### src/shn_pkg.sv
// ----------------------------------------------------------------------------
// shn_pkg: shared types and constants of the sample histogram normalizer
// Widths, register codes, item structs and the cell/divider control groups.
// ----------------------------------------------------------------------------
package shn_pkg;

  localparam int unsigned MaxGroups = 16;
  localparam int unsigned IdxW      = $clog2(MaxGroups);
  localparam int unsigned NumW      = $clog2(MaxGroups + 1);

  localparam int unsigned SampleW = 16;
  localparam int unsigned CountW  = 16;
  localparam int unsigned ShareW  = 17;
  localparam int unsigned ThrW    = SampleW + 1;
  localparam int unsigned CfgW    = 16;
  localparam int unsigned CfgIdxW = 2;

  localparam int unsigned DivNumW = 2 * CountW;
  localparam int unsigned DivDenW = CountW;
  localparam int unsigned DivCntW = $clog2(DivNumW);

  // register indexes
  localparam logic [CfgIdxW-1:0] RegMaxInput  = 2'd0;
  localparam logic [CfgIdxW-1:0] RegNumGroups = 2'd1;

  localparam logic [SampleW-1:0] MaxInputRst  = 16'd1023;
  localparam logic [NumW-1:0]    NumGroupsRst = 5'd8;

  typedef struct packed {
    logic [SampleW-1:0] sample;
    logic               last_sample;
  } in_item_t;

  typedef struct packed {
    logic [IdxW-1:0]   group_index;
    logic [CountW-1:0] group_count;
    logic [ShareW-1:0] share_of_largest;
    logic              last_group;
  } out_item_t;

  // sample token walking down the cell row
  typedef struct packed {
    logic               valid;
    logic               last;
    logic               done;
    logic [SampleW-1:0] sample;
    logic [CountW-1:0]  top;
  } tok_t;

  typedef struct packed {
    logic shift;
    logic clear;
  } cell_ctl_t;

  typedef struct packed {
    logic               start;
    logic [DivNumW-1:0] num;
    logic [DivDenW-1:0] den;
  } div_req_t;

  typedef struct packed {
    logic               busy;
    logic               done;
    logic [DivNumW-1:0] quo;
  } div_rsp_t;

endpackage

### src/shn_div.sv
// ----------------------------------------------------------------------------
// shn_div: radix-2 restoring divider
// One quotient bit per cycle from start to done.
// ----------------------------------------------------------------------------
module shn_div (
  input  logic              clk_i,
  input  logic              rst_ni,
  input  shn_pkg::div_req_t req_i,
  output shn_pkg::div_rsp_t rsp_o
);

  logic                        busy_q, busy_d;
  logic                        done_q, done_d;
  logic [shn_pkg::DivCntW-1:0] cnt_q, cnt_d;
  logic [shn_pkg::DivNumW-1:0] quo_q, quo_d;
  logic [shn_pkg::DivDenW-1:0] rem_q, rem_d;
  logic [shn_pkg::DivDenW-1:0] den_q, den_d;
  logic [shn_pkg::DivDenW:0]   rem_sh;
  logic                        fits;

  assign rem_sh = {rem_q, quo_q[shn_pkg::DivNumW-1]};
  assign fits   = rem_sh >= {1'b0, den_q};

  always_comb begin
    busy_d = busy_q;
    done_d = 1'b0;
    cnt_d  = cnt_q;
    quo_d  = quo_q;
    rem_d  = rem_q;
    den_d  = den_q;
    if (req_i.start) begin
      busy_d = 1'b1;
      cnt_d  = '0;
      quo_d  = req_i.num;
      rem_d  = '0;
      den_d  = req_i.den;
    end else if (busy_q) begin
      // remainder stays below the divisor, so the top bit drops after subtract
      rem_d = fits ? shn_pkg::DivDenW'(rem_sh - {1'b0, den_q})
                   : rem_sh[shn_pkg::DivDenW-1:0];
      quo_d = {quo_q[shn_pkg::DivNumW-2:0], fits};
      cnt_d = cnt_q + 1'b1;
      if (cnt_q == shn_pkg::DivCntW'(shn_pkg::DivNumW - 1)) begin
        busy_d = 1'b0;
        done_d = 1'b1;
      end
    end
  end

  always_ff @(posedge clk_i or negedge rst_ni) begin
    if (!rst_ni) begin
      busy_q <= 1'b0;
      done_q <= 1'b0;
      cnt_q  <= '0;
    end else begin
      busy_q <= busy_d;
      done_q <= done_d;
      cnt_q  <= cnt_d;
    end
  end

  always_ff @(posedge clk_i) begin
    quo_q <= quo_d;
    rem_q <= rem_d;
    den_q <= den_d;
  end

  assign rsp_o.busy = busy_q;
  assign rsp_o.done = done_q;
  assign rsp_o.quo  = quo_q;

endmodule

### src/shn_cell.sv
// ----------------------------------------------------------------------------
// shn_cell: one histogram bin
// Holds a bin count and its threshold; takes the sample token from its left
// neighbor, counts it on a first hit, carries the running maximum in the token
// and shifts counts toward bin 0 during readout.
// ----------------------------------------------------------------------------
module shn_cell (
  input  logic                       clk_i,
  input  logic                       rst_ni,
  input  shn_pkg::tok_t              tok_i,
  output shn_pkg::tok_t              tok_o,
  input  logic [shn_pkg::ThrW-1:0]   thr_i,
  input  logic [shn_pkg::ThrW-1:0]   width_i,
  output logic [shn_pkg::ThrW-1:0]   thr_o,
  input  logic                       in_use_i,
  input  shn_pkg::cell_ctl_t         ctl_i,
  input  logic [shn_pkg::CountW-1:0] cnt_i,
  output logic [shn_pkg::CountW-1:0] cnt_o
);

  shn_pkg::tok_t              tok_q;
  logic [shn_pkg::ThrW-1:0]   thr_q, thr_d;
  logic [shn_pkg::CountW-1:0] cnt_q, cnt_d;
  logic [shn_pkg::CountW-1:0] cnt_new;
  logic                       hit;

  // threshold is the left neighbor's threshold plus the width, registered per cell
  assign thr_d = thr_i + width_i;

  assign hit = tok_q.valid && !tok_q.done && in_use_i &&
               ({1'b0, tok_q.sample} <= thr_q);

  always_comb begin
    cnt_new = cnt_q;
    if (hit && (cnt_q != '1)) begin
      cnt_new = cnt_q + 1'b1;
    end
    if (ctl_i.clear) begin
      cnt_d = '0;
    end else if (ctl_i.shift) begin
      cnt_d = cnt_i;
    end else begin
      cnt_d = cnt_new;
    end
  end

  always_comb begin
    tok_o      = tok_q;
    tok_o.done = tok_q.done | hit;
    if (in_use_i && (cnt_new > tok_q.top)) begin
      tok_o.top = cnt_new;
    end
  end

  always_ff @(posedge clk_i or negedge rst_ni) begin
    if (!rst_ni) begin
      tok_q <= '0;
      cnt_q <= '0;
    end else begin
      tok_q <= tok_i;
      cnt_q <= cnt_d;
    end
  end

  always_ff @(posedge clk_i) begin
    thr_q <= thr_d;
  end

  assign thr_o = thr_q;
  assign cnt_o = cnt_q;

endmodule

### src/sample_histogram_normalizer.sv
// ----------------------------------------------------------------------------
// sample_histogram_normalizer: equal-width histogram with normalized shares
// A row of bin cells counts samples; on the last sample of a set each bin in
// use is read out with its count and its share of the largest bin.
// ----------------------------------------------------------------------------
//
//  channel | direction | handshake             | payload
//  --------+-----------+-----------------------+-----------------------------
//  cfg     | in        | cfg_valid_i/ready_o   | cfg_index_i, cfg_data_i
//  in      | in        | in_valid_i/ready_o    | in_item_i (sample, last)
//  out     | out       | out_valid_o/ready_i   | out_item_o (one item per bin)
//
//  Samples enter one per cycle while in_ready_o is high and walk the 16-cell
//  row, one cell per cycle. After a last sample, input stalls while it crosses
//  the row and during readout: for each bin in use S_DGO starts the shared
//  32-step divider, S_DIV waits until its quotient is registered, and S_WAIT
//  loads the output register, waiting while it is full and out_ready_i is low.
//  After reset and after each config write the bin width is recomputed on the
//  same divider and the thresholds ripple down the row, with input and config
//  not ready.
// ----------------------------------------------------------------------------
module sample_histogram_normalizer (
  input  logic                        clk_i,
  input  logic                        rst_ni,
  input  logic                        cfg_valid_i,
  output logic                        cfg_ready_o,
  input  logic [shn_pkg::CfgIdxW-1:0] cfg_index_i,
  input  logic [shn_pkg::CfgW-1:0]    cfg_data_i,
  input  logic                        in_valid_i,
  output logic                        in_ready_o,
  input  shn_pkg::in_item_t           in_item_i,
  output logic                        out_valid_o,
  input  logic                        out_ready_i,
  output shn_pkg::out_item_t          out_item_o
);

  localparam int unsigned MG = shn_pkg::MaxGroups;

  localparam logic [2:0] S_WSTART = 3'd0;
  localparam logic [2:0] S_WDIV   = 3'd1;
  localparam logic [2:0] S_SETTLE = 3'd2;
  localparam logic [2:0] S_RUN    = 3'd3;
  localparam logic [2:0] S_DGO    = 3'd4;
  localparam logic [2:0] S_DIV    = 3'd5;
  localparam logic [2:0] S_WAIT   = 3'd6;

  logic [2:0]                  state_q, state_d;
  logic [shn_pkg::SampleW-1:0] max_input_q, max_input_d;
  logic [shn_pkg::NumW-1:0]    num_groups_q, num_groups_d;
  logic [shn_pkg::NumW-1:0]    n_use;
  logic [shn_pkg::ThrW-1:0]    width_q, width_d;
  logic [shn_pkg::NumW-1:0]    settle_q, settle_d;
  logic                        inflight_q, inflight_d;
  logic [shn_pkg::CountW-1:0]  top_q, top_d;
  logic [shn_pkg::IdxW-1:0]    idx_q, idx_d;
  logic [shn_pkg::ShareW-1:0]  share_q, share_d;
  logic                        out_valid_q, out_valid_d;
  shn_pkg::out_item_t          out_q, out_d;

  shn_pkg::div_req_t  div_req;
  shn_pkg::div_rsp_t  div_rsp;
  shn_pkg::cell_ctl_t cell_ctl;

  shn_pkg::tok_t              tok_in  [MG+1];
  logic [shn_pkg::ThrW-1:0]   thr_in  [MG+1];
  logic [shn_pkg::CountW-1:0] cnt_o   [MG];
  logic [MG-1:0]              in_use;
  logic [MG-1:0]              cell_valid;
  logic                       chain_busy;
  logic                       cfg_fire;
  logic                       in_fire;
  logic                       exit_last;
  logic                       is_last_bin;

  always_comb begin
    n_use = num_groups_q;
    if (num_groups_q == '0) begin
      n_use = shn_pkg::NumW'(1);
    end else if (num_groups_q > shn_pkg::NumW'(MG)) begin
      n_use = shn_pkg::NumW'(MG);
    end
  end

  assign chain_busy  = |cell_valid;
  assign cfg_ready_o = (state_q == S_RUN) && !chain_busy && !inflight_q;
  assign cfg_fire    = cfg_valid_i && cfg_ready_o;
  assign in_ready_o  = (state_q == S_RUN) && !inflight_q && !cfg_fire;
  assign in_fire     = in_valid_i && in_ready_o;

  always_comb begin
    tok_in[0]        = '0;
    tok_in[0].valid  = in_fire;
    tok_in[0].last   = in_item_i.last_sample;
    tok_in[0].sample = in_item_i.sample;
    thr_in[0]        = '0;
  end

  for (genvar k = 0; k < MG; k++) begin : g_cell
    logic [shn_pkg::CountW-1:0] cnt_right;

    assign in_use[k]     = shn_pkg::NumW'(k) < n_use;
    assign cell_valid[k] = tok_in[k+1].valid;
    if (k == MG - 1) begin : g_end
      assign cnt_right = '0;
    end else begin : g_mid
      assign cnt_right = cnt_o[k+1];
    end

    shn_cell u_cell (
      .clk_i    (clk_i),
      .rst_ni   (rst_ni),
      .tok_i    (tok_in[k]),
      .tok_o    (tok_in[k+1]),
      .thr_i    (thr_in[k]),
      .width_i  (width_q),
      .thr_o    (thr_in[k+1]),
      .in_use_i (in_use[k]),
      .ctl_i    (cell_ctl),
      .cnt_i    (cnt_right),
      .cnt_o    (cnt_o[k])
    );
  end

  assign exit_last   = tok_in[MG].valid && tok_in[MG].last;
  assign is_last_bin = {1'b0, idx_q} == (n_use - 1'b1);

  shn_div u_div (
    .clk_i  (clk_i),
    .rst_ni (rst_ni),
    .req_i  (div_req),
    .rsp_o  (div_rsp)
  );

  always_comb begin
    div_req = '0;
    if (state_q == S_WSTART) begin
      div_req.start = 1'b1;
      div_req.num   = shn_pkg::DivNumW'({1'b0, max_input_q} + 1'b1);
      div_req.den   = shn_pkg::DivDenW'(n_use);
    end else if (state_q == S_DGO) begin
      div_req.start = 1'b1;
      div_req.num   = {cnt_o[0], {shn_pkg::CountW{1'b0}}};
      div_req.den   = top_q;
    end
  end

  always_comb begin
    state_d      = state_q;
    max_input_d  = max_input_q;
    num_groups_d = num_groups_q;
    width_d      = width_q;
    settle_d     = settle_q;
    inflight_d   = inflight_q;
    top_d        = top_q;
    idx_d        = idx_q;
    share_d      = share_q;
    out_valid_d  = out_valid_q;
    out_d        = out_q;
    cell_ctl     = '0;

    if (out_valid_q && out_ready_i) begin
      out_valid_d = 1'b0;
    end

    case (state_q)
      S_WSTART: begin
        state_d = S_WDIV;
      end
      S_WDIV: begin
        if (div_rsp.done) begin
          width_d  = div_rsp.quo[shn_pkg::ThrW-1:0];
          settle_d = '0;
          state_d  = S_SETTLE;
        end
      end
      S_SETTLE: begin
        settle_d = settle_q + 1'b1;
        if (settle_q == shn_pkg::NumW'(MG)) begin
          state_d = S_RUN;
        end
      end
      S_RUN: begin
        if (cfg_fire) begin
          case (cfg_index_i)
            shn_pkg::RegMaxInput:  max_input_d  = cfg_data_i;
            shn_pkg::RegNumGroups: num_groups_d = cfg_data_i[shn_pkg::NumW-1:0];
            default: ;
          endcase
          state_d = S_WSTART;
        end
        if (in_fire && in_item_i.last_sample) begin
          inflight_d = 1'b1;
        end
        if (exit_last) begin
          inflight_d = 1'b0;
          top_d      = tok_in[MG].top;
          idx_d      = '0;
          state_d    = S_DGO;
        end
      end
      S_DGO: begin
        state_d = S_DIV;
      end
      S_DIV: begin
        if (div_rsp.done) begin
          share_d = (top_q == '0) ? '0 : div_rsp.quo[shn_pkg::ShareW-1:0];
          state_d = S_WAIT;
        end
      end
      S_WAIT: begin
        if (!out_valid_q || out_ready_i) begin
          out_valid_d            = 1'b1;
          out_d.group_index      = idx_q;
          out_d.group_count      = cnt_o[0];
          out_d.share_of_largest = share_q;
          out_d.last_group       = is_last_bin;
          if (is_last_bin) begin
            cell_ctl.clear = 1'b1;
            state_d        = S_RUN;
          end else begin
            cell_ctl.shift = 1'b1;
            idx_d          = idx_q + 1'b1;
            state_d        = S_DGO;
          end
        end
      end
      default: begin
        state_d = S_WSTART;
      end
    endcase
  end

  always_ff @(posedge clk_i or negedge rst_ni) begin
    if (!rst_ni) begin
      state_q      <= S_WSTART;
      max_input_q  <= shn_pkg::MaxInputRst;
      num_groups_q <= shn_pkg::NumGroupsRst;
      settle_q     <= '0;
      inflight_q   <= 1'b0;
      idx_q        <= '0;
      out_valid_q  <= 1'b0;
    end else begin
      state_q      <= state_d;
      max_input_q  <= max_input_d;
      num_groups_q <= num_groups_d;
      settle_q     <= settle_d;
      inflight_q   <= inflight_d;
      idx_q        <= idx_d;
      out_valid_q  <= out_valid_d;
    end
  end

  always_ff @(posedge clk_i) begin
    width_q <= width_d;
    top_q   <= top_d;
    share_q <= share_d;
    out_q   <= out_d;
  end

  assign out_valid_o = out_valid_q;
  assign out_item_o  = out_q;

  // nothing enters behind a last sample until its readout is done
  a_no_entry_after_last: assert property (@(posedge clk_i) disable iff (!rst_ni)
    (in_fire && in_item_i.last_sample) |=> !in_ready_o)
    else $error("sample accepted behind a last sample");

  // the last sample leaves the row with no other sample still inside
  a_last_exits_alone: assert property (@(posedge clk_i) disable iff (!rst_ni)
    exit_last |-> ($countones(cell_valid) == 1))
    else $error("samples in flight at readout start");

  // config only lands on an empty row
  a_cfg_on_empty: assert property (@(posedge clk_i) disable iff (!rst_ni)
    cfg_fire |-> !chain_busy)
    else $error("config written with samples in flight");

  // a bin never exceeds the largest one
  a_share_bound: assert property (@(posedge clk_i) disable iff (!rst_ni)
    out_valid_o |-> (out_item_o.share_of_largest <= 17'h10000))
    else $error("share above 1.0");

endmodule
### config.mk
export PLATFORM = sky130hd
export DESIGN_NAME = sample_histogram_normalizer
export DESIGN_NICKNAME = d
export VERILOG_FILES = /design/src/shn_pkg.sv /design/src/shn_div.sv /design/src/shn_cell.sv /design/src/sample_histogram_normalizer.sv
export SDC_FILE = /design/constraint.sdc
export NUM_CORES = 2
export LEC_CHECK = 0
export BUFFER_PORTS_ARGS = -buffer_cell sky130_fd_sc_hd__buf_4
export CAP_MARGIN = 0
export CORE_ASPECT_RATIO = 1.25
export CORE_UTILIZATION = 30
export DETAILED_ROUTE_END_ITERATION = 8
export GPL_TIMING_DRIVEN = 1
export PLACE_DENSITY = 0.55
export SLEW_MARGIN = 20
export SYNTH_ARGS = -nofsm -noshare
export SYNTH_HDL_FRONTEND = slang
export SYNTH_SLANG_ARGS = --single-unit
### constraint.sdc
create_clock -name clk_i -period 4.6 [get_ports clk_i]
set_input_delay 1.38 -clock clk_i [delete_from_list [all_inputs] [get_ports clk_i]]
set_output_delay 1.38 -clock clk_i [all_outputs]
set_load 0.005 [all_outputs]
Yosys cells after proc, flatten, opt, wreduce, memory -nomap -nowiden
Cells that the tools add are included.
{"block": "classes", "n_reduce_logical": 128, "n_bitwise": 15, "add_sub_neg": 37, "order_cmp": 50, "eq_ne": 33, "n_mux": 102}
{"operator": "two-way mux 16 bit", "count": 65}
{"operator": "<= comparator 16 x 17 -> 1 bit", "count": 16}
{"operator": "adder 16 x 1 -> 16 bit (second input constant)", "count": 16}
{"operator": "inequality test 16 bit (second input constant)", "count": 16}
{"operator": "adder 17 bit", "count": 15}
{"operator": "greater-than comparator 16 bit", "count": 15}
{"operator": "two-way mux 49 bit", "count": 2}
{"operator": "logical AND 1 bit", "count": 88}
{"operator": "two-way mux 32 bit", "count": 2}
{"operator": "< comparator 4 x 5 -> 1 bit (first input constant)", "count": 8}
{"operator": "two-way mux 5 bit", "count": 5}
{"operator": "two-way mux 3 bit", "count": 7}
{"operator": "one-hot mux 3 bit (7 select lines)", "count": 1}
{"operator": "< comparator 3 x 5 -> 1 bit (first input constant)", "count": 4}
{"operator": "zero test 1 bit", "count": 19}
{"operator": "adder 16 x 1 -> 17 bit (second input constant)", "count": 1}
{"operator": "greater-or-equal comparator 17 x 16 -> 1 bit", "count": 1}
{"operator": "greater-than comparator 16 x 1 -> 1 bit (second input constant)", "count": 1}
{"operator": "zero test 16 bit", "count": 1}
{"operator": "OR reduction 16 bit", "count": 1}
{"operator": "subtractor 16 bit", "count": 1}
{"operator": "bitwise OR 1 bit", "count": 14}
{"operator": "two-way mux 1 bit", "count": 13}
{"operator": "two-way mux 4 bit", "count": 3}
{"operator": "29 further kinds", "count": 50}
{"block": "totals", "wordCells": 496, "out_inout_bits": 41, "regBits": 1265, "in_bits": 40}

Depth between registers and ports, before layout
{"block": "depth", "depth_word": 11, "depth_mapped": 24}

By module
From an unflattened synthesis, not the netlist that was laid out.
{"block": "hier_totals", "cells_unflattened": 8251, "area_unflattened_um2": 77894.7}
{"mod": "shn_cell (g_cell[11].u_cell ...)", "cells_per_inst": 458, "instances": 10, "area_each_um2": 4192.8}
{"mod": "shn_cell (g_cell[0].u_cell ...)", "cells_per_inst": 496, "instances": 4, "area_each_um2": 4511.8}
{"mod": "sample_histogram_normalizer", "cells_per_inst": 448, "instances": 1, "area_each_um2": 5609.1}
{"mod": "shn_cell (g_cell[7].u_cell)", "cells_per_inst": 466, "instances": 1, "area_each_um2": 4304.1}
{"mod": "shn_cell (g_cell[1].u_cell)", "cells_per_inst": 455, "instances": 1, "area_each_um2": 4242.8}
{"mod": "shn_div", "cells_per_inst": 318, "instances": 1, "area_each_um2": 3763.6}

Worst setup path before layout
Ideal clock, no wire load.
{"block": "synth_timing", "path_kind": "flip-flop to flip-flop", "startpoint": "register num_groups_q[3] (netlist bit)", "endpoint": "register g_cell[2].u_cell.tok_q[10] (netlist bit)", "arrival_time_ns": 4.735, "slack_ns": -0.260, "period_less_slack_ns": 4.860, "stages_incl_launch_ff": 24, "t_required_ns": 4.475, "path_buffers": 2, "cell_sequence": "dfstp_2 -> nor3_1 -> o21bai_1 -> inv_1 -> ha_1 -> nand3_1 -> nand3b_1 -> or4b_1 -> o22ai_2 -> o21ai_1 -> buf_2 -> nor3_1 -> xor2_1 -> ha_1 -> a21o_1 -> a21oi_1 -> nor2b_1 -> o21ai_0 -> a21oi_1 -> a211oi_1 -> o31ai_1 -> nand3_1 -> clkbuf_1 -> mux2_2"}
{"element": "from (decl)", "line": "sample_histogram_normalizer.sv:49", "source": "logic [shn_pkg::NumW-1:0] num_groups_q, num_groups_d;"}
{"element": "from (signal assigned)", "line": "sample_histogram_normalizer.sv:237", "source": "num_groups_q <= shn_pkg::NumGroupsRst;"}
{"element": "from (signal assigned)", "line": "sample_histogram_normalizer.sv:245", "source": "num_groups_q <= num_groups_d;"}
{"element": "to (signal assigned)", "line": "shn_cell.sv:60", "source": "tok_q <= tok_i;"}
{"element": "to (decl)", "line": "shn_cell.sv:21", "source": "shn_pkg::tok_t tok_q;"}

==> out/results.ini <==
[outcome]
status = finished, violations left
violations = setup timing

[critical_path]
ff2ff_path_depth = 24
worstSetupPathType = reg2reg
crit_path_end_kind = flip-flop
worstSetupStartpoint = num_groups_q[3]
reg2reg_from = num_groups_q[3]
cp.arrival_ps = 5460
reg2reg_to = g_cell[2].u_cell.tok_q[4]
startpoint_type = flip-flop
worstSetupEndpoint = g_cell[2].u_cell.tok_q[4]
rrSetupSlack_ps = -180
crit_fanout = 7
crit_required_ps = 5280

[finish]
final_util = 0.3760
final_area_um2 = 85050
seqCellArea_um2 = 30920
final_net_count = 8462
drive_above_1_share = 0.1981
multi_input_area_um2 = 36030
synthToLayoutAreaGrowth_pct = 24.35
fillers = 22190

[yosys]
syn-num-nets = 7671
synth_top_area_frac = 0.3037
netlist_top_cells_area = dfrtp_1, ha_1, dfxtp_1
yosysWarnings = 0
avgSynthCellArea_um2 = 10.00
synth_seq_cells = 1265
synth.distinct_cells = 89
synthArstFlopShare = 0.6648
ys.flop_type = dfrtp_1
ys_seq_area_frac = 0.4519
synth_edf_count = 136
syn_area_um2 = 68400
postSynthCellCount = 6839
yosys.area.top_type = dfrtp_1

[cts]
holdBufCountCts = 0
clock_sinks = 1265
clkLatencyLatePin_ps = 830
clockRootBuffer = clkbuf_16
cts_tree = yes
path_clk_slew_ps = 60
numCtsBuffers = 144
htreeDepth = 4
cts_buffer_depth = 3

[route]
drtPass1Iterations = 6
wl_met2_um = 107000
drc = 0
viasPerCell = 4.893
post_drt_wl_per_cell_um = 18.90
wl_met3_um = 5643
ant_nets = 0
top_layer = met5
vias = 52380
m1WireLength_um = 80120
wl_um = 202300
drt_iter0_drc = 2606

[sta]
fin_skew_ps = 64.93
fin_crit_ps = 4781
hold_ws_ps = 345.9
slew_viol_final = 0
setup_viol = 32
rsz0062_at_grt = yes
fmax_mhz = 209.1
hold_viol_final = 0
maxSlewHeadroom = 0.2898
tightest_slew_ps = 1065
final.period_utilization = 1.039
layout_setup_ws_ps = -181.5

[global_routing]
overflow = 0
grt_max_degree = 163
antenna_found_initial = 3
grt_pass1_vias = 55540
grt_use_total = 0.1737
grt_pass1_wl_um = 312000

[die]
io_pins = 81
start_util = 0.3024
coreArea_um2 = 226200
dieArea_um2 = 229900
placementRows = 195
fp.dieW_um = 429.1
die_y_um = 535.8

[run]
drv_cap = 0

[placement]
portBuffers = 80
hpwl_um = 152900
place_area_um2 = 77080
gp_congestion = 0.8953

[power_and_ir_drop]
p_leak_nw = 39.45
powerDensity_nw_per_um2 = 362.1
irDropWorstVdd_uv = 309.8

[hold_path]
hold_path_class = reg2reg

==> worst min-delay path by stage <==
stage                                 from  slack (ps)                     endpoint  depth (start not counted)
4_1_cts         g_cell[4].u_cell.tok_o[33]         350   g_cell[5].u_cell.tok_o[33]                          0
5_1_grt         g_cell[5].u_cell.tok_o[33]         360   g_cell[6].u_cell.tok_o[33]                          0
6_report        g_cell[4].u_cell.tok_o[33]         350   g_cell[5].u_cell.tok_o[33]                          0
3_5_place_dp   g_cell[10].u_cell.tok_o[33]         340  g_cell[11].u_cell.tok_o[33]                          0
3_3_place_gp    g_cell[4].u_cell.tok_o[33]         330   g_cell[5].u_cell.tok_o[33]                          0
2_1_floorplan   g_cell[9].u_cell.tok_o[33]         330  g_cell[10].u_cell.tok_o[33]                          0
==> kinds of logic after synthesis <==
logic type	share of synthesized area
and+or+nand+nor	0.1283
DFF	0.4519
xor gates and xnor gates	0.05978
AOI/OAI and AO/OA	0.1347
adders and majority gates	0.1466
muxes	0.02885
buffers and inverters	0.04987
==> layout make-up <==
type,count,share of cell area
Timing Repair Buffer,795,0.07673
Tap cell,2955,0.04347
Multi-Input combinational cell,4674,0.4236
Antenna cell,2,0.00005884
Inverter,750,0.03316
Clock inverter,65,0.01042
Sequential cell,1265,0.3636
Clock buffer,199,0.04896
==> critical path, stage by stage (launching register included) <==
cell and delay, ps:
dfstp_2 530, buf_6 100, nor3_2 30, o21bai_1 180
inv_1 70, ha_2 200, nand3_4 80, nand3b_1 100
buf_6 140, or4b_4 490, o22ai_4 240, o21ai_4 160
nor3_2 210, xor2_1 270, ha_1 290, a21o_1 190
a21oi_2 120, nor2b_1 50, o21ai_1 120, a21oi_1 90
a211oi_2 240, o31ai_2 120, nand3_2 150, buf_12 170
mux2_4 320
==> metal layers <==
layer / GRT usage / vias up
met2: 0.3290 / 866
met1: 0.1902 / 25610
li1: - / 25490
met3: 0.02256 / 401
met4: 0.08065 / 4
met5: 0 / -
==> sequential cells by signal, summed over array words and instances, names as in the netlist, 3 cells and up <==
| name | flops |
|---|---|
| g_cell.u_cell.tok_o | 288 |
| g_cell.u_cell.thr_o | 272 |
| g_cell.u_cell.cnt_o | 256 |
| g_cell.u_cell.tok_q | 255 |
| out_item_o | 38 |
| u_div.quo_q | 32 |
| share_q | 17 |
| width_q | 17 |
| max_input_q | 16 |
| top_q | 16 |
| u_div.den_q | 16 |
| u_div.rem_q | 16 |
| num_groups_q | 5 |
| settle_q | 5 |
| u_div.cnt_q | 5 |
| idx_q | 4 |
| state_q | 3 |
==> repair_timing <==
action                                 4_1_cts  5_1_grt
gates cloned                                 7        4
endpoints found under the hold margin        0        0
gates resized for setup                    218      289
pin swaps                                   88      117
buffers inserted                            50       31
setup endpoints to repair                  189      239
==> synthesized netlist by cell type, types with 136 or more instances <==
library cell / instances
dfrtp_1: 830
ha_1: 776
inv_1: 749
nand2_1: 462
o21ai_0: 399
nor2_1: 393
a21oi_1: 389
xnor2_1: 302
dfxtp_1: 288
nand3_1: 169
xor2_1: 163
a21o_1: 159
nor3_1: 153
mux2_2: 144
nand4_1: 141
edfxtp_1: 136
==> layout by cell type, fill, tap and decap left out, types with 130 or more instances in the layout <==
cell       netlist  layout
nor2_1         393     354
nand4_1        141     141
o21ai_0        399     333
clkbuf_16        0     151
xor2_1         163     159
nand2_1        462     447
a21oi_1        389     366
nor3_1         153     130
buf_4            1     727
xnor2_1        302     286
dfxtp_1        288     277
ha_1           776     746
edfxtp_1       136     136
dfrtp_1        830     830
a21o_1         159     159
nand3_1        169     161
inv_1          749     746
==> power by group <==
group	switching, mW	internal (mW)	total, mW
Sequential	0.937	12.2	13.1
Combinational	2.95	2.56	5.51
Clock	4.97	7.19	12.2
==> metrics by stage <==
stage	total power [mW]	setup TNS [ps]	cells	worst slack (ps)
3_5_place_dp	18.40	-41590	10350	-650.7
4_1_cts	30.90	-3755	10670	-136.4
3_3_place_gp	18.31	-35950	10350	-574.9
2_1_floorplan	16.12	0	6839	12.24
6_report	30.79	-3322	10710	-181.5
5_1_grt	32.33	-21960	10700	-441.4
No activity file was read; power rests on OpenSTA's default activity.
